`src/rtl/mtg_pkg.sv`:
```
// shared constants, field widths, codes and controller/datapath link types
// for the multitone generator with mu-law encoder; depends on nothing
package mtg_pkg;

    // sizing
    localparam int NUM_TONES      = 10;
    localparam int SINE_ADDR_BITS = 10;
    localparam int INDEX_BITS     = 24;

    // item field widths
    localparam int FUNC_W   = 2;
    localparam int SLOT_W   = 4;
    localparam int STEP_W   = 16;
    localparam int GAIN_W   = 15;
    localparam int WIN_W    = 24;
    localparam int ACTIVE_W = 4;
    localparam int ULAW_W   = 8;
    localparam int LIN_W    = 18;

    // derived widths
    localparam int TONE_W  = (NUM_TONES > 1) ? $clog2(NUM_TONES) : 1;
    localparam int COUNT_W = $clog2(NUM_TONES + 1);
    localparam int CMP_W   = (INDEX_BITS > WIN_W) ? INDEX_BITS : WIN_W;
    localparam int Z_W     = 15;                    // quarter-wave argument, 0..16384
    localparam int T1_W    = 11;
    localparam int T2_W    = 14;
    localparam int PROD_W  = 2 * GAIN_W + 1;        // signed gain times sine
    localparam int ACC_W   = PROD_W + $clog2(NUM_TONES);
    localparam int ACC_SHIFT = 15;
    localparam int MAG_W   = ACC_W - ACC_SHIFT;
    localparam int MB_W    = MAG_W + 1;
    localparam int PIPE_DEPTH = 7;

    // sine polynomial constants (q14)
    localparam logic [15:0] SINE_MASK = 16'(16'hffff << (16 - SINE_ADDR_BITS));
    localparam logic [Z_W-1:0]  Q14_ONE = 15'd16384;
    localparam logic [T1_W-1:0] SIN_C1  = 11'd1192;
    localparam logic [T2_W-1:0] SIN_C2  = 14'd10544;
    localparam logic [Z_W-1:0]  SIN_C3  = 15'd25736;

    // encoder constants
    localparam int FULL_SCALE = 'h2000;
    localparam int ULAW_BIAS  = 33;
    localparam int SEG_LSB    = 5;
    localparam logic [6:0] ULAW_SAT_CODE  = 7'h7f;
    localparam logic [ULAW_W-1:0] ULAW_INV      = 8'hff;
    localparam logic [ULAW_W-1:0] ULAW_ZERO_SUB = 8'd2;
    localparam int LIN_MAX     = 131071;
    localparam int LIN_MIN_MAG = 131072;
    localparam logic [LIN_W-1:0] LIN_MAX_CODE = 18'h1ffff;
    localparam logic [LIN_W-1:0] LIN_MIN_CODE = 18'h20000;

    typedef enum logic [FUNC_W-1:0] {
        FUNC_LOAD    = 2'd0,
        FUNC_TONE    = 2'd1,
        FUNC_QUIET   = 2'd2,
        FUNC_RESTART = 2'd3
    } func_t;

    // controller to datapath
    typedef struct packed {
        logic              load_we;
        logic              idx_clear;
        logic              acc_clear;
        logic              issue;
        logic [TONE_W-1:0] tone;
        logic              fin;
        logic              out_load;
    } dp_cmd_t;

    // datapath to controller
    typedef struct packed {
        logic busy;
        logic out_free;
    } dp_sts_t;

endpackage

```
`src/rtl/mtg_if.sv`:
```
// channel interfaces for the multitone generator: tone items in, samples out
// and the configuration write channel; depends on mtg_pkg
interface mtg_in_if;
    logic                          valid;
    logic                          ready;
    mtg_pkg::func_t                func;
    logic [mtg_pkg::SLOT_W-1:0]    slot;
    logic [mtg_pkg::STEP_W-1:0]    phase_step;
    logic [mtg_pkg::GAIN_W-1:0]    gain;
    logic [mtg_pkg::WIN_W-1:0]     window_start;
    logic [mtg_pkg::WIN_W-1:0]     window_stop;

    modport source (output valid, func, slot, phase_step, gain, window_start, window_stop,
                    input ready);
    modport sink   (input valid, func, slot, phase_step, gain, window_start, window_stop,
                    output ready);
endinterface

interface mtg_out_if;
    logic                              valid;
    logic                              ready;
    logic [mtg_pkg::ULAW_W-1:0]        ulaw_code;
    logic signed [mtg_pkg::LIN_W-1:0]  linear_sample;

    modport source (output valid, ulaw_code, linear_sample, input ready);
    modport sink   (input valid, ulaw_code, linear_sample, output ready);
endinterface

interface mtg_cfg_if;
    logic                           valid;
    logic                           ready;
    logic [mtg_pkg::ACTIVE_W-1:0]   active_tones;

    modport source (output valid, active_tones, input ready);
    modport sink   (input valid, active_tones, output ready);
endinterface

```
`src/rtl/mtg_datapath.sv`:
```
// tone table, sine/gain pipeline, accumulator, mu-law encoder and output register
// depends on mtg_pkg
module mtg_datapath (
    input  logic                              clk,
    input  logic                              rst_n,
    input  logic [mtg_pkg::SLOT_W-1:0]        slot,
    input  logic [mtg_pkg::STEP_W-1:0]        phase_step,
    input  logic [mtg_pkg::GAIN_W-1:0]        gain,
    input  logic [mtg_pkg::WIN_W-1:0]         window_start,
    input  logic [mtg_pkg::WIN_W-1:0]         window_stop,
    input  mtg_pkg::dp_cmd_t                  cmd,
    output mtg_pkg::dp_sts_t                  sts,
    output logic                              out_valid,
    input  logic                              out_ready,
    output logic [mtg_pkg::ULAW_W-1:0]        ulaw_code,
    output logic signed [mtg_pkg::LIN_W-1:0]  linear_sample
);

    // tone table, undefined until loaded
    logic [mtg_pkg::STEP_W-1:0] tone_step_reg  [mtg_pkg::NUM_TONES];
    logic [mtg_pkg::GAIN_W-1:0] tone_gain_reg  [mtg_pkg::NUM_TONES];
    logic [mtg_pkg::WIN_W-1:0]  tone_begin_reg [mtg_pkg::NUM_TONES];
    logic [mtg_pkg::WIN_W-1:0]  tone_end_reg   [mtg_pkg::NUM_TONES];

    logic [mtg_pkg::INDEX_BITS-1:0] idx_reg;
    logic [mtg_pkg::PIPE_DEPTH-1:0] vld_reg;

    // stage registers
    logic [15:0]                 s1_ph_reg;
    logic [mtg_pkg::GAIN_W-1:0]  s1_gain_reg;
    logic                        s1_act_reg;
    logic [mtg_pkg::Z_W-1:0]     s2_z_reg, s3_z_reg, s4_z_reg, s5_z_reg;
    logic [mtg_pkg::Z_W-1:0]     s2_z2_reg, s3_z2_reg, s4_z2_reg;
    logic [mtg_pkg::T1_W-1:0]    s4_t1_reg;
    logic [mtg_pkg::T2_W-1:0]    s5_t2_reg;
    logic [mtg_pkg::Z_W-1:0]     s6_sine_reg;
    logic [mtg_pkg::GAIN_W-1:0]  s2_gain_reg, s3_gain_reg, s4_gain_reg, s5_gain_reg;
    logic [mtg_pkg::GAIN_W-1:0]  s6_gain_reg;
    logic                        s2_act_reg, s3_act_reg, s4_act_reg, s5_act_reg, s6_act_reg;
    logic                        s2_neg_reg, s3_neg_reg, s4_neg_reg, s5_neg_reg, s6_neg_reg;
    logic signed [mtg_pkg::PROD_W-1:0] prod_reg;
    logic signed [mtg_pkg::ACC_W-1:0]  acc_reg;

    logic                        fin_neg_reg;
    logic [mtg_pkg::MAG_W-1:0]   fin_mag_reg;

    logic [mtg_pkg::ULAW_W-1:0]        ulaw_reg;
    logic signed [mtg_pkg::LIN_W-1:0]  lin_reg;
    logic                              out_valid_reg;

    // stage 0: table read, window test, phase
    logic [mtg_pkg::CMP_W-1:0]   idx_cmp;
    logic                        in_win;
    logic [2*mtg_pkg::STEP_W-1:0] ph_prod;
    logic                        slot_ok;

    // stage 1..6
    logic [15:0]                 q;
    logic [mtg_pkg::Z_W-1:0]     z;
    logic [2*mtg_pkg::Z_W-1:0]   zz;
    logic [mtg_pkg::T1_W+mtg_pkg::Z_W-1:0] p1;
    logic [mtg_pkg::T2_W-1:0]    d2;
    logic [mtg_pkg::T2_W+mtg_pkg::Z_W-1:0] p2;
    logic [mtg_pkg::Z_W-1:0]     d3;
    logic [2*mtg_pkg::Z_W-1:0]   p3;
    logic [2*mtg_pkg::GAIN_W-1:0] gp;
    logic signed [mtg_pkg::PROD_W-1:0] gp_s;

    // finalise
    logic [mtg_pkg::ACC_W-1:0]   acc_abs;
    logic [mtg_pkg::MAG_W-1:0]   acc_mag;
    logic [mtg_pkg::LIN_W-1:0]   lin_mag;
    logic [mtg_pkg::LIN_W-1:0]   lin_val;
    logic [mtg_pkg::MB_W-1:0]    mb;
    logic [2:0]                  seg;
    logic [3:0]                  shamt;
    logic [3:0]                  mant;
    logic [6:0]                  mcode;
    logic [mtg_pkg::ULAW_W-1:0]  ulaw_val;

    always_comb
    begin
        idx_cmp = mtg_pkg::CMP_W'(idx_reg);
        in_win  = (idx_cmp >= mtg_pkg::CMP_W'(tone_begin_reg[cmd.tone]))
               && (idx_cmp <  mtg_pkg::CMP_W'(tone_end_reg[cmd.tone]));
        ph_prod = idx_reg[mtg_pkg::STEP_W-1:0] * tone_step_reg[cmd.tone];
        slot_ok = (32'(slot) < 32'(mtg_pkg::NUM_TONES));
    end

    always_comb
    begin
        // quarter-wave fold of the table point
        q  = s1_ph_reg & mtg_pkg::SINE_MASK;
        z  = q[14] ? (mtg_pkg::Q14_ONE - {1'b0, q[13:0]}) : {1'b0, q[13:0]};
        zz = z * z;
        p1 = mtg_pkg::SIN_C1 * s3_z2_reg;
        d2 = mtg_pkg::SIN_C2 - mtg_pkg::T2_W'(s4_t1_reg);
        p2 = d2 * s4_z2_reg;
        d3 = mtg_pkg::SIN_C3 - mtg_pkg::Z_W'(s5_t2_reg);
        p3 = d3 * s5_z_reg;
        gp = s6_gain_reg * s6_sine_reg;
        gp_s = $signed({1'b0, gp});
    end

    always_comb
    begin
        acc_abs = acc_reg[mtg_pkg::ACC_W-1] ? mtg_pkg::ACC_W'(-acc_reg)
                                            : mtg_pkg::ACC_W'(acc_reg);
        acc_mag = acc_abs[mtg_pkg::ACC_W-1:mtg_pkg::ACC_SHIFT];
    end

    // linear saturation and mu-law encoding from the registered magnitude
    always_comb
    begin
        lin_mag = mtg_pkg::LIN_W'(fin_mag_reg);
        if (!fin_neg_reg && 32'(fin_mag_reg) > 32'(mtg_pkg::LIN_MAX))
        begin
            lin_val = mtg_pkg::LIN_MAX_CODE;
        end
        else if (fin_neg_reg && 32'(fin_mag_reg) > 32'(mtg_pkg::LIN_MIN_MAG))
        begin
            lin_val = mtg_pkg::LIN_MIN_CODE;
        end
        else
        begin
            lin_val = fin_neg_reg ? (mtg_pkg::LIN_W'(0) - lin_mag) : lin_mag;
        end

        mb  = {1'b0, fin_mag_reg} + mtg_pkg::MB_W'(mtg_pkg::ULAW_BIAS);
        seg = '0;
        for (int i = 0; i < 8; i++)
        begin
            if (mb[mtg_pkg::SEG_LSB + i])
            begin
                seg = 3'(i);
            end
        end
        shamt = {1'b0, seg} + 4'd1;
        mant  = 4'(mb >> shamt);
        if (mb >= mtg_pkg::MB_W'(mtg_pkg::FULL_SCALE))
        begin
            mcode = mtg_pkg::ULAW_SAT_CODE;
        end
        else
        begin
            mcode = {seg, mant};
        end
        ulaw_val = {fin_neg_reg, mcode} ^ mtg_pkg::ULAW_INV;
        if (ulaw_val == '0)
        begin
            ulaw_val = mtg_pkg::ULAW_ZERO_SUB;
        end
    end

    // table writes
    always_ff @(posedge clk)
    begin
        if (cmd.load_we && slot_ok)
        begin
            tone_step_reg[slot[mtg_pkg::TONE_W-1:0]]  <= phase_step;
            tone_gain_reg[slot[mtg_pkg::TONE_W-1:0]]  <= gain;
            tone_begin_reg[slot[mtg_pkg::TONE_W-1:0]] <= window_start;
            tone_end_reg[slot[mtg_pkg::TONE_W-1:0]]   <= window_stop;
        end
    end

    // pipeline payload
    always_ff @(posedge clk)
    begin
        s1_ph_reg   <= ph_prod[15:0];
        s1_gain_reg <= tone_gain_reg[cmd.tone];
        s1_act_reg  <= in_win;

        s2_z_reg    <= z;
        s2_z2_reg   <= zz[28:14];
        s2_neg_reg  <= q[15];
        s2_gain_reg <= s1_gain_reg;
        s2_act_reg  <= s1_act_reg;

        s3_z_reg    <= s2_z_reg;
        s3_z2_reg   <= s2_z2_reg;
        s3_neg_reg  <= s2_neg_reg;
        s3_gain_reg <= s2_gain_reg;
        s3_act_reg  <= s2_act_reg;

        s4_t1_reg   <= p1[24:14];
        s4_z_reg    <= s3_z_reg;
        s4_z2_reg   <= s3_z2_reg;
        s4_neg_reg  <= s3_neg_reg;
        s4_gain_reg <= s3_gain_reg;
        s4_act_reg  <= s3_act_reg;

        s5_t2_reg   <= p2[27:14];
        s5_z_reg    <= s4_z_reg;
        s5_neg_reg  <= s4_neg_reg;
        s5_gain_reg <= s4_gain_reg;
        s5_act_reg  <= s4_act_reg;

        s6_sine_reg <= p3[28:14];
        s6_neg_reg  <= s5_neg_reg;
        s6_gain_reg <= s5_gain_reg;
        s6_act_reg  <= s5_act_reg;

        if (!s6_act_reg)
        begin
            prod_reg <= '0;
        end
        else
        begin
            prod_reg <= s6_neg_reg ? -gp_s : gp_s;
        end

        if (cmd.fin)
        begin
            fin_neg_reg <= acc_reg[mtg_pkg::ACC_W-1] && (acc_mag != '0);
            fin_mag_reg <= acc_mag;
        end

        if (cmd.out_load)
        begin
            ulaw_reg <= ulaw_val;
            lin_reg  <= $signed(lin_val);
        end
    end

    // control state of the datapath
    always_ff @(posedge clk or negedge rst_n)
    begin
        if (!rst_n)
        begin
            vld_reg       <= '0;
            idx_reg       <= '0;
            acc_reg       <= '0;
            out_valid_reg <= 1'b0;
        end
        else
        begin
            vld_reg <= {vld_reg[mtg_pkg::PIPE_DEPTH-2:0], cmd.issue};

            if (cmd.idx_clear)
            begin
                idx_reg <= '0;
            end
            else if (cmd.fin)
            begin
                idx_reg <= idx_reg + mtg_pkg::INDEX_BITS'(1);
            end

            if (cmd.acc_clear)
            begin
                acc_reg <= '0;
            end
            else if (vld_reg[mtg_pkg::PIPE_DEPTH-1])
            begin
                acc_reg <= acc_reg + mtg_pkg::ACC_W'(prod_reg);
            end

            if (cmd.out_load)
            begin
                out_valid_reg <= 1'b1;
            end
            else if (out_ready)
            begin
                out_valid_reg <= 1'b0;
            end
        end
    end

    assign sts.busy      = |vld_reg;
    assign sts.out_free  = !out_valid_reg || out_ready;
    assign out_valid     = out_valid_reg;
    assign ulaw_code     = ulaw_reg;
    assign linear_sample = lin_reg;

`ifndef SYNTHESIS
    a_code_nonzero: assert property (@(posedge clk) disable iff (!rst_n)
        out_valid_reg |-> (ulaw_reg != '0))
        else $error("mu-law byte of zero presented");

    a_index_hold: assert property (@(posedge clk) disable iff (!rst_n)
        (!cmd.fin && !cmd.idx_clear) |=> $stable(idx_reg))
        else $error("sample index moved without a sample or restart");
`endif

endmodule

```
`src/rtl/mtg_ctrl.sv`:
```
// controller for the multitone generator: item decode, tone issue sequencing,
// active tone count register; depends on mtg_pkg
module mtg_ctrl (
    input  logic                            clk,
    input  logic                            rst_n,
    input  logic                            in_valid,
    input  mtg_pkg::func_t                  in_func,
    output logic                            in_ready,
    input  logic                            cfg_valid,
    input  logic [mtg_pkg::ACTIVE_W-1:0]    cfg_data,
    output logic                            cfg_ready,
    output mtg_pkg::dp_cmd_t                cmd,
    input  mtg_pkg::dp_sts_t                sts
);

    typedef enum logic [2:0] {
        ST_IDLE,
        ST_ISSUE,
        ST_DRAIN,
        ST_FINAL,
        ST_OUTPUT
    } state_t;

    state_t                         state_reg, state_next;
    logic [mtg_pkg::TONE_W-1:0]     tone_reg, tone_next;
    logic [mtg_pkg::COUNT_W-1:0]    count_reg, count_next;
    logic                           in_acc;
    logic                           last_tone;

    assign in_ready  = (state_reg == ST_IDLE);
    assign cfg_ready = 1'b1;
    assign in_acc    = in_valid && in_ready;
    assign last_tone = (mtg_pkg::COUNT_W'(tone_reg) + mtg_pkg::COUNT_W'(1)) == count_reg;

    always_comb
    begin
        state_next = state_reg;
        tone_next  = tone_reg;
        count_next = count_reg;
        cmd        = '0;
        cmd.tone   = tone_reg;

        if (cfg_valid)
        begin
            // counts above the table size use the whole table
            if (32'(cfg_data) > 32'(mtg_pkg::NUM_TONES))
            begin
                count_next = mtg_pkg::COUNT_W'(mtg_pkg::NUM_TONES);
            end
            else
            begin
                count_next = mtg_pkg::COUNT_W'(cfg_data);
            end
        end

        case (state_reg)
            ST_IDLE:
            begin
                if (in_acc)
                begin
                    case (in_func)
                        mtg_pkg::FUNC_LOAD:    cmd.load_we   = 1'b1;
                        mtg_pkg::FUNC_RESTART: cmd.idx_clear = 1'b1;
                        mtg_pkg::FUNC_TONE:
                        begin
                            cmd.acc_clear = 1'b1;
                            tone_next     = '0;
                            state_next    = (count_reg == '0) ? ST_FINAL : ST_ISSUE;
                        end
                        mtg_pkg::FUNC_QUIET:
                        begin
                            cmd.acc_clear = 1'b1;
                            state_next    = ST_FINAL;
                        end
                        default: ;
                    endcase
                end
            end
            ST_ISSUE:
            begin
                cmd.issue = 1'b1;
                if (last_tone)
                begin
                    state_next = ST_DRAIN;
                end
                else
                begin
                    tone_next = tone_reg + mtg_pkg::TONE_W'(1);
                end
            end
            ST_DRAIN:
            begin
                if (!sts.busy)
                begin
                    state_next = ST_FINAL;
                end
            end
            ST_FINAL:
            begin
                cmd.fin    = 1'b1;
                state_next = ST_OUTPUT;
            end
            ST_OUTPUT:
            begin
                if (sts.out_free)
                begin
                    cmd.out_load = 1'b1;
                    state_next   = ST_IDLE;
                end
            end
            default: state_next = ST_IDLE;
        endcase
    end

    always_ff @(posedge clk or negedge rst_n)
    begin
        if (!rst_n)
        begin
            state_reg <= ST_IDLE;
            tone_reg  <= '0;
            count_reg <= '0;
        end
        else
        begin
            state_reg <= state_next;
            tone_reg  <= tone_next;
            count_reg <= count_next;
        end
    end

`ifndef SYNTHESIS
    a_accept_when_empty: assert property (@(posedge clk) disable iff (!rst_n)
        in_acc |-> !sts.busy)
        else $error("item taken while tones still in flight");

    a_load_into_free: assert property (@(posedge clk) disable iff (!rst_n)
        cmd.out_load |-> sts.out_free)
        else $error("result register overwritten before it was taken");

    a_first_issue: assert property (@(posedge clk) disable iff (!rst_n)
        (in_acc && in_func == mtg_pkg::FUNC_TONE && count_reg != '0)
            |=> (cmd.issue && cmd.tone == '0))
        else $error("tone sample did not start at slot zero");
`endif

endmodule

```
`src/rtl/multitone_generator_mulaw.sv`:
```
// top level of the multitone test-tone generator with biased mu-law encoder
// depends on mtg_pkg, mtg_if, mtg_ctrl, mtg_datapath
//
//  channel     dir  carries
//  ----------  ---  ----------------------------------------------------------
//  cfg         in   active_tones (number of table slots summed per sample)
//  tone_in     in   func, slot, phase_step, gain, window_start, window_stop
//  sample_out  out  ulaw_code, linear_sample
//
//  load, restart: taken without leaving idle, no result
//  quiet sample: through the finalise and output states to the output register
//  tone sample: one tone enters the shared seven-stage sine and gain multiply
//    pipeline each cycle, then the accumulator drains, then the sum is scaled
//    in the finalise state and encoded into the output register; the next
//    item is taken the cycle after the output register loads
//  reset clears the sample index, the tone count and all valid flags; the
//    tone table is not cleared. a stalled output holds its sample while the
//    next item may already be taken; that item waits before its own result
module multitone_generator_mulaw (
    input  logic       clk,
    input  logic       rst_n,
    mtg_cfg_if.sink    cfg,
    mtg_in_if.sink     tone_in,
    mtg_out_if.source  sample_out
);

    // command and status between the sequencer and the datapath
    mtg_pkg::dp_cmd_t cmd;
    mtg_pkg::dp_sts_t sts;

    // sequencer: item decode, per-tone issue, drain, finalise and output hand-off
    mtg_ctrl u_ctrl (
        .clk       (clk),
        .rst_n     (rst_n),
        .in_valid  (tone_in.valid),
        .in_func   (tone_in.func),
        .in_ready  (tone_in.ready),
        .cfg_valid (cfg.valid),
        .cfg_data  (cfg.active_tones),
        .cfg_ready (cfg.ready),
        .cmd       (cmd),
        .sts       (sts)
    );

    // datapath: tone table, sine polynomial pipeline, accumulator, encoder
    mtg_datapath u_datapath (
        .clk           (clk),
        .rst_n         (rst_n),
        .slot          (tone_in.slot),
        .phase_step    (tone_in.phase_step),
        .gain          (tone_in.gain),
        .window_start  (tone_in.window_start),
        .window_stop   (tone_in.window_stop),
        .cmd           (cmd),
        .sts           (sts),
        .out_valid     (sample_out.valid),
        .out_ready     (sample_out.ready),
        .ulaw_code     (sample_out.ulaw_code),
        .linear_sample (sample_out.linear_sample)
    );

endmodule
```
`src/flat_wrapper.sv`:
```
// flat-port wrapper written by rule: the top's interface ports become plain ports
module multitone_generator_mulaw_flat 
  (clk, rst_n, cfg_valid, cfg_active_tones, cfg_ready, tone_in_valid, tone_in_func, tone_in_slot, tone_in_phase_step, tone_in_gain, tone_in_window_start, tone_in_window_stop, tone_in_ready, sample_out_valid, sample_out_ulaw_code, sample_out_linear_sample, sample_out_ready);
  mtg_cfg_if cfg_i ();
  mtg_in_if tone_in_i ();
  mtg_out_if sample_out_i ();
  input  logic clk;
  input  logic rst_n;
  input wire logic [$bits(cfg_i.valid)-1:0] cfg_valid;
  input wire logic [$bits(cfg_i.active_tones)-1:0] cfg_active_tones;
  output wire logic [$bits(cfg_i.ready)-1:0] cfg_ready;
  input wire logic [$bits(tone_in_i.valid)-1:0] tone_in_valid;
  input wire logic [$bits(tone_in_i.func)-1:0] tone_in_func;
  input wire logic [$bits(tone_in_i.slot)-1:0] tone_in_slot;
  input wire logic [$bits(tone_in_i.phase_step)-1:0] tone_in_phase_step;
  input wire logic [$bits(tone_in_i.gain)-1:0] tone_in_gain;
  input wire logic [$bits(tone_in_i.window_start)-1:0] tone_in_window_start;
  input wire logic [$bits(tone_in_i.window_stop)-1:0] tone_in_window_stop;
  output wire logic [$bits(tone_in_i.ready)-1:0] tone_in_ready;
  output wire logic [$bits(sample_out_i.valid)-1:0] sample_out_valid;
  output wire logic [$bits(sample_out_i.ulaw_code)-1:0] sample_out_ulaw_code;
  output wire logic [$bits(sample_out_i.linear_sample)-1:0] sample_out_linear_sample;
  input wire logic [$bits(sample_out_i.ready)-1:0] sample_out_ready;
  assign cfg_i.valid = cfg_valid;
  assign cfg_i.active_tones = cfg_active_tones;
  assign cfg_ready = cfg_i.ready;
  assign tone_in_i.valid = tone_in_valid;
  assign tone_in_i.func = tone_in_func;
  assign tone_in_i.slot = tone_in_slot;
  assign tone_in_i.phase_step = tone_in_phase_step;
  assign tone_in_i.gain = tone_in_gain;
  assign tone_in_i.window_start = tone_in_window_start;
  assign tone_in_i.window_stop = tone_in_window_stop;
  assign tone_in_ready = tone_in_i.ready;
  assign sample_out_valid = sample_out_i.valid;
  assign sample_out_ulaw_code = sample_out_i.ulaw_code;
  assign sample_out_linear_sample = sample_out_i.linear_sample;
  assign sample_out_i.ready = sample_out_ready;
  multitone_generator_mulaw u_core (.clk(clk), .rst_n(rst_n), .cfg(cfg_i), .tone_in(tone_in_i), .sample_out(sample_out_i));
endmodule
```
`config.mk`:
```
export PLATFORM = sky130hd
export DESIGN_NAME = multitone_generator_mulaw_flat
export DESIGN_NICKNAME = d
export VERILOG_FILES = /design/src/rtl/mtg_pkg.sv /design/src/rtl/mtg_if.sv /design/src/rtl/mtg_datapath.sv /design/src/rtl/mtg_ctrl.sv /design/src/rtl/multitone_generator_mulaw.sv /design/src/flat_wrapper.sv
export SDC_FILE = /design/constraint.sdc
export NUM_CORES = 2
export LEC_CHECK = 0
export BUFFER_PORTS_ARGS = -buffer_cell sky130_fd_sc_hd__buf_2
export CORE_UTILIZATION = 35
export CTS_CLUSTER_DIAMETER = 30
export CTS_CLUSTER_SIZE = 28
export DETAILED_ROUTE_END_ITERATION = 10
export GPL_ROUTABILITY_DRIVEN = 1
export GPL_TIMING_DRIVEN = 0
export PLACE_DENSITY = 0.61
export SLEW_MARGIN = 20
export SYNTH_ARGS = -nofsm -noshare
export SYNTH_HDL_FRONTEND = slang
export SYNTH_SLANG_ARGS = --single-unit
```
`constraint.sdc`:
```
create_clock -name clk -period 7.75 [get_ports clk]
set_clock_uncertainty 0.2 [all_clocks]
set_input_delay 0.3875 -clock clk [delete_from_list [all_inputs] [get_ports clk]]
set_output_delay 0.3875 -clock clk [all_outputs]
set_load 0.1 [all_outputs]
```
==> impl_table.tex <==
\begin{tabular}{lr}
\hline
Metric & Value \\
\hline
\multicolumn{2}{l}{\textbf{Floorplan}} \\
\quad Floorplan die area & 0.205 mm2 \\
\quad Ports placed on the boundary & 123 \\
\quad Die Y-Extent & 453 um \\
\quad Floorplan die width & 453 um \\
\quad Initial core utilization & 0.352 \\
\quad Row count & 165 \\
\quad Core region area & 0.202 mm2 \\
\multicolumn{2}{l}{\textbf{Clock network}} \\
\quad Clk pin slew, worst setup/hold paths & 60 ps \\
\quad Clock buffers created by TritonCTS & 222 \\
\quad Buffer cell driving the clock tree root & sky130\_fd\_sc\_hd\_\_clkbuf\_16 \\
\quad Clock tree from TritonCTS & yes \\
\quad Number of levels in the clock H-tree & 4 \\
\quad Deepest clock path buffer count & 3 \\
\quad Number of sinks driven by the clock tree & 1178 \\
\quad Worst-skew pair later-pin latency & 870 ps \\
\multicolumn{2}{l}{\textbf{Setup path}} \\
\quad Most common cell on crit path & sky130\_fd\_sc\_hd\_\_fa\_1 \\
\quad Worst setup path class & flop to flop \\
\quad Required time at the endpoint of the critical path & 8260 ps \\
\quad Largest incremental delay on the critical path & 560 ps \\
\quad Arrival time worst endpoint & 7980 ps \\
\quad Crit-path cells & nor2\_1, a21oi\_4, or3\_4, a21oi\_4, xnor2\_4, buf\_8, buf\_4, nand2\_1, fa\_1, inv\_1, fa\_1, fa\_1, fa\_1, fa\_1, ha\_1, ha\_1, or3\_4, or4\_4, and4\_4, a2111o\_1, a21o\_1, a21o\_1, a21oi\_2, xnor2\_1 \\
\quad Depth of the worst register-to-register path & 24 \\
\quad Critical path launch point type & flop \\
\quad CP endpoint kind & flop \\
\quad Critical-path top delay cell & sky130\_fd\_sc\_hd\_\_fa\_1 \\
\quad Top fanout value on the critical path & 5 \\
\multicolumn{2}{l}{\textbf{Timing}} \\
\quad Fin. max-slew vios & 0 \\
\quad Final Critical Period & 7470 ps \\
\quad Setup TNS Final & 0 ps \\
\quad Final number of setup-violating endpoints & 0 \\
\quad Part of the cycle the worst path needs & 0.964 \\
\quad Final hold violation count & 0 \\
\quad Worst-margin pin slew & 895 ps \\
\quad Highest clock frequency the design can meet & 0.134 GHz \\
\quad Headroom to the max-slew limit & 0.388 \\
\multicolumn{2}{l}{\textbf{Synth}} \\
\quad Number of distinct library cells after synthesis & 90 \\
\quad Dominant register cell in the synthesized netlist & sky130\_fd\_sc\_hd\_\_edfxtp\_1 \\
\quad EDFF count, synth & 837 \\
\quad Part of the Yosys area used for sequential elements & 0.454 \\
\quad Yosys warning total & 0 \\
\quad Register bit total from synthesis & 1178 \\
\quad Synthesized cell area & 0.0712 mm2 \\
\quad Number of standard cells after synthesis & 5708 \\
\quad Post-Syn Area per Cell & 12.5 um2 \\
\quad Synth async-reset ratio & 0.0662 \\
\multicolumn{2}{l}{\textbf{Routing}} \\
\quad Routed wire length & 169000 um \\
\quad Via-per-instance ratio & 4.91 \\
\quad DRC Markers & 0 \\
\quad First-pass iteration count of the detailed router & 5 \\
\quad Routed WL per cell & 18.6 um \\
\quad Total vias in the final route & 44800 \\
\quad Count of routing violations after the opening detailed-route iteration & 2724 \\
\quad Remaining antenna violation count after routing & 0 \\
\multicolumn{2}{l}{\textbf{GRT}} \\
\quad Number of antenna violations at the first check in global routing & 13 \\
\quad Global router's overall resource usage & 0.167 \\
\quad Overall overflow remaining after global route & 0 \\
\quad Number of global-route vias before repair & 47500 \\
\quad Maximum number of pins on one net before global-route repair & 51 \\
\quad Wire length of the first global-routing pass & 267000 um \\
\multicolumn{2}{l}{\textbf{Hold path}} \\
\quad Depth of the worst hold-timing path & 0 \\
\quad Class of the most critical hold timing path & flop to flop \\
\multicolumn{2}{l}{\textbf{Cells and area}} \\
\quad Layout cells sized above 1 & 0.156 \\
\quad Core occupancy in the finished layout & 0.427 \\
\quad Final non-filler cell area & 0.0863 mm2 \\
\quad Number of filler instances in the final layout & 18300 \\
\quad Number of nets in the layout & 7378 \\
\quad Signed area change from the synthesized netlist to the final layout & 21.3\% \\
\multicolumn{2}{l}{\textbf{Status}} \\
\quad Result of the run & completed \\
\multicolumn{2}{l}{\textbf{Job}} \\
\quad Max Cap Viol & 0 \\
\multicolumn{2}{l}{\textbf{Placed design}} \\
\quad Global placer's final weighted congestion & 0.895 \\
\quad Port buffer count & 121 \\
\quad HPWL after DPL & 126000 um \\
\quad Total placed instance area & 0.0763 mm2 \\
\hline
\end{tabular}
kinds of logic (layout without fill, tap and decap cells):
| family | count (synthesis) | in the layout | share of synthesized area |
|---|---|---|---|
| buffers and inverters | 894 | 1618 | 0.0480 |
| flip-flops | 1178 | 1178 | 0.454 |
| AND/OR/NAND/NOR | 1423 | 1423 | 0.0996 |
| AO/OA/AOI/OAI | 593 | 594 | 0.0534 |
| adder cells (fa/ha/maj) | 1045 | 1045 | 0.239 |
| XOR/XNOR | 245 | 245 | 0.0301 |
| other | 2 | 15 | 0.000105 |
| multiplexers | 328 | 328 | 0.0749 |
worst max-delay path, delay by kind of cell (launching register included):
family / cells / cell delay (ps)
flops: 1 / 370
simple gates: 6 / 1860
fa+ha+maj: 7 / 3090
compound gates: 6 / 1260
xor+xnor: 2 / 290
buf+inv: 3 / 340
cell type report:
| type | instances | area (um2) | area share |
|---|---|---|---|
| multi-input cells | 3641 | 36100 | 0.418 |
| flip-flops and latches | 1178 | 32400 | 0.375 |
| clock buffers | 256 | 5850 | 0.0678 |
| well taps | 2672 | 3340 | 0.0387 |
| repair buffers | 305 | 2830 | 0.0328 |
| inverters | 683 | 2560 | 0.0297 |
| clock inverters | 166 | 2260 | 0.0262 |
| plain buffers | 208 | 991 | 0.0115 |
| diodes | 9 | 22.5 | 0.000261 |
placed cells by master, fill, tap and decap left out, types with 158 or more instances in the layout:
cell type | Yosys | layout
sky130_fd_sc_hd__inv_1 | 681 | 679
sky130_fd_sc_hd__and2_1 | 332 | 331
sky130_fd_sc_hd__mux4_2 | 158 | 158
sky130_fd_sc_hd__edfxtp_1 | 837 | 837
sky130_fd_sc_hd__nor2_1 | 184 | 177
sky130_fd_sc_hd__dfxtp_1 | 263 | 260
sky130_fd_sc_hd__ha_1 | 516 | 512
sky130_fd_sc_hd__clkbuf_16 | 0 | 225
sky130_fd_sc_hd__nand2_1 | 547 | 546
sky130_fd_sc_hd__fa_1 | 529 | 526
per-stage QoR:
step | instances | hold slack [ps] | setup WS [ps]
floorplan | 5712 | -108 | -1920
global placement | 8505 | 110 | -6300
detailed placement | 8571 | 112 | -1170
CTS | 9095 | 78.3 | 1.94
global route | 9116 | 123 | -17.4
finish | 9118 | 91.8 | 282
cells in the mapped netlist, types with 12 or more instances:
library cell | instances | area (um2)
sky130_fd_sc_hd__nand4_1 | 24 | 150
sky130_fd_sc_hd__o31ai_1 | 30 | 225
sky130_fd_sc_hd__buf_2 | 31 | 155
sky130_fd_sc_hd__nor2_1 | 184 | 691
sky130_fd_sc_hd__a21oi_1 | 139 | 696
sky130_fd_sc_hd__a211oi_1 | 50 | 375
sky130_fd_sc_hd__nor4_1 | 18 | 113
sky130_fd_sc_hd__nand2_1 | 547 | 2050
sky130_fd_sc_hd__mux2i_1 | 115 | 1150
sky130_fd_sc_hd__xnor2_1 | 163 | 1430
sky130_fd_sc_hd__o21ai_0 | 148 | 741
sky130_fd_sc_hd__a21o_1 | 64 | 480
sky130_fd_sc_hd__dfxtp_1 | 263 | 5270
sky130_fd_sc_hd__mux2_2 | 55 | 619
sky130_fd_sc_hd__inv_1 | 681 | 2560
sky130_fd_sc_hd__fa_1 | 529 | 10600
sky130_fd_sc_hd__dfrtp_1 | 78 | 1950
sky130_fd_sc_hd__or3_1 | 31 | 194
sky130_fd_sc_hd__clkbuf_1 | 160 | 601
sky130_fd_sc_hd__mux4_2 | 158 | 3560
sky130_fd_sc_hd__buf_1 | 14 | 52.6
sky130_fd_sc_hd__ha_1 | 516 | 6460
sky130_fd_sc_hd__edfxtp_1 | 837 | 25100
sky130_fd_sc_hd__nor2b_1 | 51 | 319
sky130_fd_sc_hd__nand3_1 | 48 | 240
sky130_fd_sc_hd__xor2_1 | 82 | 718
sky130_fd_sc_hd__a31oi_1 | 20 | 125
sky130_fd_sc_hd__nor3_1 | 54 | 270
sky130_fd_sc_hd__or2_2 | 16 | 100
sky130_fd_sc_hd__o21a_1 | 29 | 218
sky130_fd_sc_hd__nand2b_1 | 35 | 219
sky130_fd_sc_hd__and2_1 | 332 | 2080
sky130_fd_sc_hd__and3_1 | 25 | 156
sky130_fd_sc_hd__o211ai_1 | 12 | 90.1
timing repair:
item / in CTS / in global routing
cloned: 0 / 1
buffers inserted: 4 / 14
resized for setup: 62 / 154
pin swaps: 5 / 35
hold buffers: 100 / 0
endpoints found under the setup margin: 27 / 29
hold endpoints to repair: 933 / 0
path summary, 6_finish.rpt:
check	from	to	slack, ps
setup / recovery	u_core.u_datapath.s4_t1_reg[2]	u_core.u_datapath.s5_t2_reg[13]	280
hold / removal	u_core.u_datapath.s3_gain_reg[0]	u_core.u_datapath.s4_gain_reg[0]	90
min in group asynchronous	rst_n	u_core.u_datapath.vld_reg[3]	500
hold reg to reg	u_core.u_datapath.s3_gain_reg[0]	u_core.u_datapath.s4_gain_reg[0]	90
max in group asynchronous	rst_n	u_core.u_datapath.acc_reg[34]	6540
setup reg to reg	u_core.u_datapath.s4_t1_reg[2]	u_core.u_datapath.s5_t2_reg[13]	280
per-layer routing:
| metal | vias to the layer above | global-route usage | share of wire |
|---|---|---|---|
| met4 | 4 | 0.0623 | 0.031 |
| met3 | 289 | 0.0241 | 0.042 |
| met5 | - | 0 | 0.00015 |
| li1 | 20800 | - | - |
| met1 | 22600 | 0.205 | 0.42 |
| met2 | 1030 | 0.294 | 0.51 |
Power is left out: the tool's default activity adds up to more than one toggle a clock period on the data nets, which glitch-free logic cannot reach.
